### src/rtl/spq_pkg.sv
`default_nettype none

package spq_pkg;

   localparam int CAPACITY = 16;
   localparam int CNT_W    = $clog2(CAPACITY + 1);
   localparam int VALUE_W  = 32;
   localparam int RANK_W   = 8;
   localparam int STATUS_W = 2;
   localparam int OCC_W    = 5;

   localparam logic FUNC_ENQUEUE = 1'b0;
   localparam logic FUNC_DEQUEUE = 1'b1;

   localparam logic [STATUS_W-1:0] ST_INSERTED = 2'd0;
   localparam logic [STATUS_W-1:0] ST_REMOVED  = 2'd1;
   localparam logic [STATUS_W-1:0] ST_EMPTY    = 2'd2;
   localparam logic [STATUS_W-1:0] ST_FULL     = 2'd3;

   typedef struct packed {
      logic                      func;
      logic signed [VALUE_W-1:0] item_value;
      logic [RANK_W-1:0]         item_rank;
   } req_type;

   typedef struct packed {
      logic signed [VALUE_W-1:0] removed_value;
      logic [STATUS_W-1:0]       status;
      logic [OCC_W-1:0]          occupancy;
   } rsp_type;

   typedef enum logic [2:0] {
      OP_NONE,
      OP_INSERT,
      OP_REMOVE,
      OP_DROP_FULL,
      OP_DROP_EMPTY
   } op_type;

   typedef struct packed {
      op_type op;
   } dp_cmd_type;

   typedef struct packed {
      logic empty;
      logic full;
   } dp_status_type;

   typedef enum logic {
      CTL_OPEN,
      CTL_HOLD
   } ctl_state_type;

endpackage

`default_nettype wire

### src/rtl/spq_ctrl.sv
`default_nettype none

module spq_ctrl
   import spq_pkg::*;
(
   input  wire logic          clock,
   input  wire logic          reset,
   input  wire logic          req_valid,
   output logic               req_ready,
   input  wire logic          req_func,
   output logic               rsp_valid,
   input  wire logic          rsp_ready,
   input  wire dp_status_type dp_status,
   output dp_cmd_type         dp_cmd
);

   ctl_state_type state_ff;
   ctl_state_type state_in;
   logic          accept;

   always_ff @(posedge clock) begin
      if (reset) begin
         state_ff <= CTL_OPEN;
      end else begin
         state_ff <= state_in;
      end
   end

   always_comb begin
      req_ready = (state_ff == CTL_OPEN) || rsp_ready;
      rsp_valid = (state_ff == CTL_HOLD);
      accept    = req_valid && req_ready;
      state_in  = state_ff;
      dp_cmd.op = OP_NONE;
      if (accept) begin
         state_in = CTL_HOLD;
         if (req_func == FUNC_ENQUEUE) begin
            dp_cmd.op = dp_status.full ? OP_DROP_FULL : OP_INSERT;
         end else begin
            dp_cmd.op = dp_status.empty ? OP_DROP_EMPTY : OP_REMOVE;
         end
      end else if (rsp_ready) begin
         state_in = CTL_OPEN;
      end
   end

`ifndef SYNTH
   a_accept_gives_rsp: assert property (@(posedge clock) disable iff (reset)
      (req_valid && req_ready) |=> rsp_valid)
      else $error("accepted request did not produce a response");

   a_no_insert_when_full: assert property (@(posedge clock) disable iff (reset)
      dp_status.full |-> (dp_cmd.op != OP_INSERT))
      else $error("insert issued while store full");
`endif

endmodule

`default_nettype wire

### src/rtl/spq_dp.sv
`default_nettype none

module spq_dp
   import spq_pkg::*;
(
   input  wire logic       clock,
   input  wire logic       reset,
   input  wire req_type    req_data,
   input  wire dp_cmd_type dp_cmd,
   output dp_status_type   dp_status,
   output rsp_type         rsp_data
);

   logic signed [VALUE_W-1:0] val_ff  [CAPACITY];
   logic signed [VALUE_W-1:0] val_in  [CAPACITY];
   logic [RANK_W-1:0]         rank_ff [CAPACITY];
   logic [RANK_W-1:0]         rank_in [CAPACITY];
   logic [CNT_W-1:0]          count_ff;
   logic [CNT_W-1:0]          count_in;
   rsp_type                   rsp_ff;
   rsp_type                   rsp_in;
   logic [CAPACITY-1:0]       move;
   logic [CAPACITY-1:0]       at_end;

   assign dp_status.empty = (count_ff == '0);
   assign dp_status.full  = (count_ff == CNT_W'(CAPACITY));
   assign rsp_data        = rsp_ff;

   for (genvar i = 0; i < CAPACITY; i++) begin : g_slot
      logic                      mv_prev;
      logic signed [VALUE_W-1:0] v_prev;
      logic [RANK_W-1:0]         r_prev;
      logic signed [VALUE_W-1:0] v_next;
      logic [RANK_W-1:0]         r_next;

      // entry moves down one slot when its rank is above the new one
      assign move[i]   = (CNT_W'(i) < count_ff) && (rank_ff[i] > req_data.item_rank);
      assign at_end[i] = (CNT_W'(i) == count_ff);

      if (i == 0) begin : g_first
         assign mv_prev = 1'b0;
         assign v_prev  = val_ff[i];
         assign r_prev  = rank_ff[i];
      end else begin : g_prev
         assign mv_prev = move[i-1];
         assign v_prev  = val_ff[i-1];
         assign r_prev  = rank_ff[i-1];
      end

      if (i == CAPACITY - 1) begin : g_last
         assign v_next = val_ff[i];
         assign r_next = rank_ff[i];
      end else begin : g_next
         assign v_next = val_ff[i+1];
         assign r_next = rank_ff[i+1];
      end

      always_comb begin
         val_in[i]  = val_ff[i];
         rank_in[i] = rank_ff[i];
         unique case (dp_cmd.op)
            OP_INSERT: begin
               if (mv_prev) begin
                  val_in[i]  = v_prev;
                  rank_in[i] = r_prev;
               end else if (move[i] || at_end[i]) begin
                  val_in[i]  = req_data.item_value;
                  rank_in[i] = req_data.item_rank;
               end
            end
            OP_REMOVE: begin
               val_in[i]  = v_next;
               rank_in[i] = r_next;
            end
            default: begin
            end
         endcase
      end

      always_ff @(posedge clock) begin
         val_ff[i]  <= val_in[i];
         rank_ff[i] <= rank_in[i];
      end
   end

   always_comb begin
      count_in = count_ff;
      rsp_in   = rsp_ff;
      unique case (dp_cmd.op)
         OP_INSERT: begin
            count_in             = count_ff + CNT_W'(1);
            rsp_in.removed_value = '0;
            rsp_in.status        = ST_INSERTED;
         end
         OP_REMOVE: begin
            count_in             = count_ff - CNT_W'(1);
            rsp_in.removed_value = val_ff[0];
            rsp_in.status        = ST_REMOVED;
         end
         OP_DROP_FULL: begin
            rsp_in.removed_value = '0;
            rsp_in.status        = ST_FULL;
         end
         OP_DROP_EMPTY: begin
            rsp_in.removed_value = '0;
            rsp_in.status        = ST_EMPTY;
         end
         default: begin
         end
      endcase
      rsp_in.occupancy = OCC_W'(count_in);
   end

   always_ff @(posedge clock) begin
      if (reset) begin
         count_ff <= '0;
      end else begin
         count_ff <= count_in;
      end
   end

   always_ff @(posedge clock) begin
      rsp_ff <= rsp_in;
   end

`ifndef SYNTH
   a_count_bound: assert property (@(posedge clock) disable iff (reset)
      count_ff <= CNT_W'(CAPACITY))
      else $error("entry count above capacity");

   a_insert_count: assert property (@(posedge clock) disable iff (reset)
      (dp_cmd.op == OP_INSERT) |=> (count_ff == $past(count_ff) + CNT_W'(1)))
      else $error("insert did not advance count");

   a_remove_head: assert property (@(posedge clock) disable iff (reset)
      (dp_cmd.op == OP_REMOVE) |=> (rsp_ff.removed_value == $past(val_ff[0])))
      else $error("removed value is not the old head");
`endif

endmodule

`default_nettype wire

### src/rtl/sorted_priority_queue.sv
// sorted priority queue, lower rank served first, equal ranks in arrival order
// request channel (req_valid/req_ready/req_data): func selects enqueue or
// dequeue; item_value and item_rank matter for enqueue only
// response channel (rsp_valid/rsp_ready/rsp_data): one response per request
// with removed_value, status (inserted, removed, empty, full) and occupancy
// entries sit in a sorted register array; every slot compares its rank with
// the new one in parallel and shifts down or takes the new entry
// latency: response valid in the cycle after the request transfer
// throughput: one request per cycle while rsp_ready stays high
// a single output register holds the response; while the receiver stalls,
// req_ready is low and the store does not change
// reset clears the entry count and the response valid; entry contents are
// not cleared and never read before being written
`default_nettype none

module sorted_priority_queue
   import spq_pkg::*;
(
   input  wire logic    clock,
   input  wire logic    reset,
   input  wire logic    req_valid,
   output logic         req_ready,
   input  wire req_type req_data,
   output logic         rsp_valid,
   input  wire logic    rsp_ready,
   output rsp_type      rsp_data
);

   dp_cmd_type    dp_cmd;
   dp_status_type dp_status;

   spq_ctrl u_ctrl (
      .clock     (clock),
      .reset     (reset),
      .req_valid (req_valid),
      .req_ready (req_ready),
      .req_func  (req_data.func),
      .rsp_valid (rsp_valid),
      .rsp_ready (rsp_ready),
      .dp_status (dp_status),
      .dp_cmd    (dp_cmd)
   );

   spq_dp u_dp (
      .clock     (clock),
      .reset     (reset),
      .req_data  (req_data),
      .dp_cmd    (dp_cmd),
      .dp_status (dp_status),
      .rsp_data  (rsp_data)
   );

endmodule

`default_nettype wire
### config.mk
export PLATFORM = sky130hd
export DESIGN_NAME = sorted_priority_queue
export DESIGN_NICKNAME = d
export VERILOG_FILES = /design/src/rtl/spq_pkg.sv /design/src/rtl/spq_ctrl.sv /design/src/rtl/spq_dp.sv /design/src/rtl/sorted_priority_queue.sv
export SDC_FILE = /design/constraint.sdc
export NUM_CORES = 2
export LEC_CHECK = 0
export BUFFER_PORTS_ARGS = -buffer_cell sky130_fd_sc_hd__buf_2
export CAP_MARGIN = 20
export CELL_PAD_IN_SITES_DETAIL_PLACEMENT = 1
export CELL_PAD_IN_SITES_GLOBAL_PLACEMENT = 2
export CORE_AREA = 2 2 297 299
export DETAILED_ROUTE_END_ITERATION = 6
export DIE_AREA = 0 0 299 301
export PLACE_DENSITY = 0.78
export SYNTH_ARGS = -nofsm -noshare
export SYNTH_HDL_FRONTEND = slang
export SYNTH_SLANG_ARGS = --single-unit
### constraint.sdc
create_clock -name clock -period 6.3 [get_ports clock]
set_clock_uncertainty 0.15 [all_clocks]
set_input_delay 0.315 -clock clock [delete_from_list [all_inputs] [get_ports clock]]
set_output_delay 0.315 -clock clock [all_outputs]
set_load 0.1 [all_outputs]
==> flow_metrics.tcl <==
set metrics [dict create \
    n_fill_cell 9161 \
    power_density_nw_per_um2 344 \
    hold_viol_final 0 \
    stdcell_area_um2 41100 \
    synth_edf_count 674 \
    hp-class "in2reg" \
    status "complete, no violations" \
    synth_most_common_cell "nand2_1" \
    multi_input_area_um2 15200 \
    cts_setup_buffers 0 \
    syn_nets 3565 \
    synth_common_cells "697 x nand2_1, 674 x edfxtp_1, 641 x o211ai_1, 402 x nand4_1, 235 x clkbuf_1" \
    globalRoute.totalOverflow 0 \
    cts.sink_count 685 \
    detail_route.wl_per_cell_um 25.3 \
    holdPathEnd "u_dp.rsp_data[5]" \
    cp-end-kind "flip-flop" \
    arrival_ps 4410 \
    use_met2_pct 37.5 \
    fp.dieArea_um2 90000 \
    drt_iter0_drc 2849 \
    syn2layout_area_growth_pct 10.8 \
    viasPerCell 6.45 \
    reg2regPathDepth 8 \
    path_clk_slew_ps 60 \
    reg2reg_to "u_dp.val_ff[5][51]" \
    antenna_left 0 \
    synth_area_leader_cell "edfxtp_1" \
    cts_buffers 78 \
    rows 108 \
    yosysUniqueCellTypes 65 \
    use_met3_pct 3.44 \
    place_area_um2 38200 \
    peakVddDrop_mv 0.295 \
    syn_area_per_cell_um2 10.9 \
    postSynth.asyncResetShare_pct 0 \
    synthTopCellsByArea "edfxtp_1 55%, o211ai_1 13%, nand2_1 7.1%" \
    r2r_slack_ps 2080 \
    p_leak_nw 12.4 \
    vias 29000 \
    ys_seq_area_share_pct 55.2 \
    final_max_slew_viol_count 0 \
    clk_path_buf_depth 3 \
    r2r_start "u_dp.count_ff[1]" \
    cts_root_buf "clkbuf_16" \
    gp_congestion 0.848 \
    fin_nets 3462 \
    synth_warnings 0 \
    critPathLaunchType "input pin" \
    start_util_pct 42.8 \
    post-place-cells 4315 \
    tritoncts "done" \
    yosysTopAreaCellShare_pct 54.6 \
    ctsResizeCount 0 \
    final_util_pct 47.5 \
    cp.required_ps 6380 \
    io_buffer_count 85 \
    drc 0 \
    stdcell_count 4499 \
    hp-start "rsp_ready" \
    power_mw 14.1 \
    cp_max_fo 42 \
    syn_inst 3387 \
    cap_viol_max_count 0 \
    period_needed_ps 4330 \
    worstMarginPinSlew_ps 1150 \
    rsz0062_at_grt "false" \
    io_pins 86 \
    slew_headroom_pct 23.2 \
    setup_violations 0 \
    place_hpwl_um 76900 \
    synthFlopType "edfxtp_1" \
    die_w_um 299 \
    cts_hold_buf 43 \
    ctsHtreeMaxLevel 3 \
    die_h_um 301 \
    grt_pass1_wl_um 180000 \
    layout-drive-gt1-share_pct 10.1 \
    final.setup.tns_ps 0 \
    track_usage_pct 24.9 \
    first_global_vias 29500 \
    register_area_um2 20500 \
    drt_pre_antenna_iters 7 \
    wirelength_um 114000 \
    met1_usage_pct 37.9 \
    synth-seq-cells 685 \
    post-route-period-util_pct 68.7 \
    antenna_found_initial 1 \
    clock_latency_ps 610 \
    grt_max_degree 262 \
    syn-cell-area_um2 37100 \
    path_class "in2reg" \
    min_path_cells 4 \
    max_freq_mhz 231 \
    top_usage_layer "met1" \
    core-area_um2 86500 \
]
## routing by layer
layer / share of wire, % / vias up
li1: - / 13200
met1: 48 / 14700
met2: 44 / 959
met3: 6.0 / 141
met4: 1.7 / 0
met5: 0 / -
## registers in the layout (all words and copies together) (netlist names)
register	count
u_dp.count_ff	5
u_dp.rsp_data	39
u_ctrl.rsp_valid	1
u_dp.val_ff	512
u_dp.rank_ff	128
## final cells by class
cell class	count	share of cell area [%]
inverter	29	0.265
sequential	685	49.8
clock inverter	32	0.597
antenna	1	0.00609
timing repair buffer	200	3.58
tap	1155	3.52
multi-input combinational	2290	37.0
clock buffer	107	5.20
## power by group
part,internal (mW),switching [mW],total (mW)
Sequential,6.01,0.445,6.45
Combinational,0.947,2.38,3.33
Clock,2.49,1.86,4.35
## metrics by stage
step / worst slack (ps) / hold slack (ps)
floorplan: 588 / 234
global placement: 1990 / 372
detailed placement: 1910 / 377
CTS: 2020 / 270
global route: 1760 / 343
finish: 1970 / 329
## worst max-delay path: stages
cell	delay [ps]
dlygate4sd3_1	530
buf_2	130
inv_1	650
ha_1	290
o21ai_0	90
nor2_1	150
nand4bb_2	180
buf_4	430
and2_1	200
buf_4	410
o32a_2	940
## how the worst max path moves through the flow
| stage | from | endpoint | slack [ps] | cells after the start |
|---|---|---|---|---|
| final | req_data[6] | u_dp.val_ff[7][11] | 1970 | 11 |
| after global routing | req_data[6] | u_dp.val_ff[7][13] | 1760 | 11 |
| after CTS | req_data[4] | u_dp.val_ff[7][13] | 2020 | 11 |
| after detailed placement | req_data[6] | u_dp.val_ff[7][9] | 1910 | 10 |
| after global placement | req_data[6] | u_dp.val_ff[7][10] | 1990 | 10 |
| after floorplan | u_ctrl.rsp_valid | u_dp.rank_ff[0][0] | 590 | 4 |
## logic make-up after synthesis
logic type / share of synthesized area [%]
and+or+nand+nor: 16.7
AOI/OAI and AO/OA: 17.5
DFF: 55.2
buffers and inverters: 4.70
adders and majority gates: 4.49
muxes: 1.22
xor gates and xnor gates: 0.118
## layout by cell type (no fill, tap or decap), types with 4 or more instances in the layout
cell type,Yosys,routed
o2111ai_1,80,80
o31a_1,6,6
mux2_2,40,40
dlygate4sd3_1,0,43
inv_1,29,29
edfxtp_1,674,674
nand3_1,4,4
nand4_1,402,402
a41oi_4,0,11
a21oi_1,34,32
clkbuf_16,0,81
buf_12,0,6
and4_1,28,28
clkinv_1,0,16
nand4bb_2,0,4
nand2b_1,5,5
ha_1,133,133
xnor2_1,4,4
dfxtp_1,11,11
nand2_1,697,697
nor2b_1,25,25
a211oi_1,13,12
buf_2,115,85
a221o_1,9,9
a22oi_1,5,5
o211ai_1,641,641
nand4bb_1,11,7
o21ai_0,23,21
clkinv_2,0,10
nor2_1,22,22
o221ai_1,4,4
buf_4,10,66
clkbuf_1,235,25
and2_1,44,42
No activity file was read; power rests on OpenSTA's default activity.
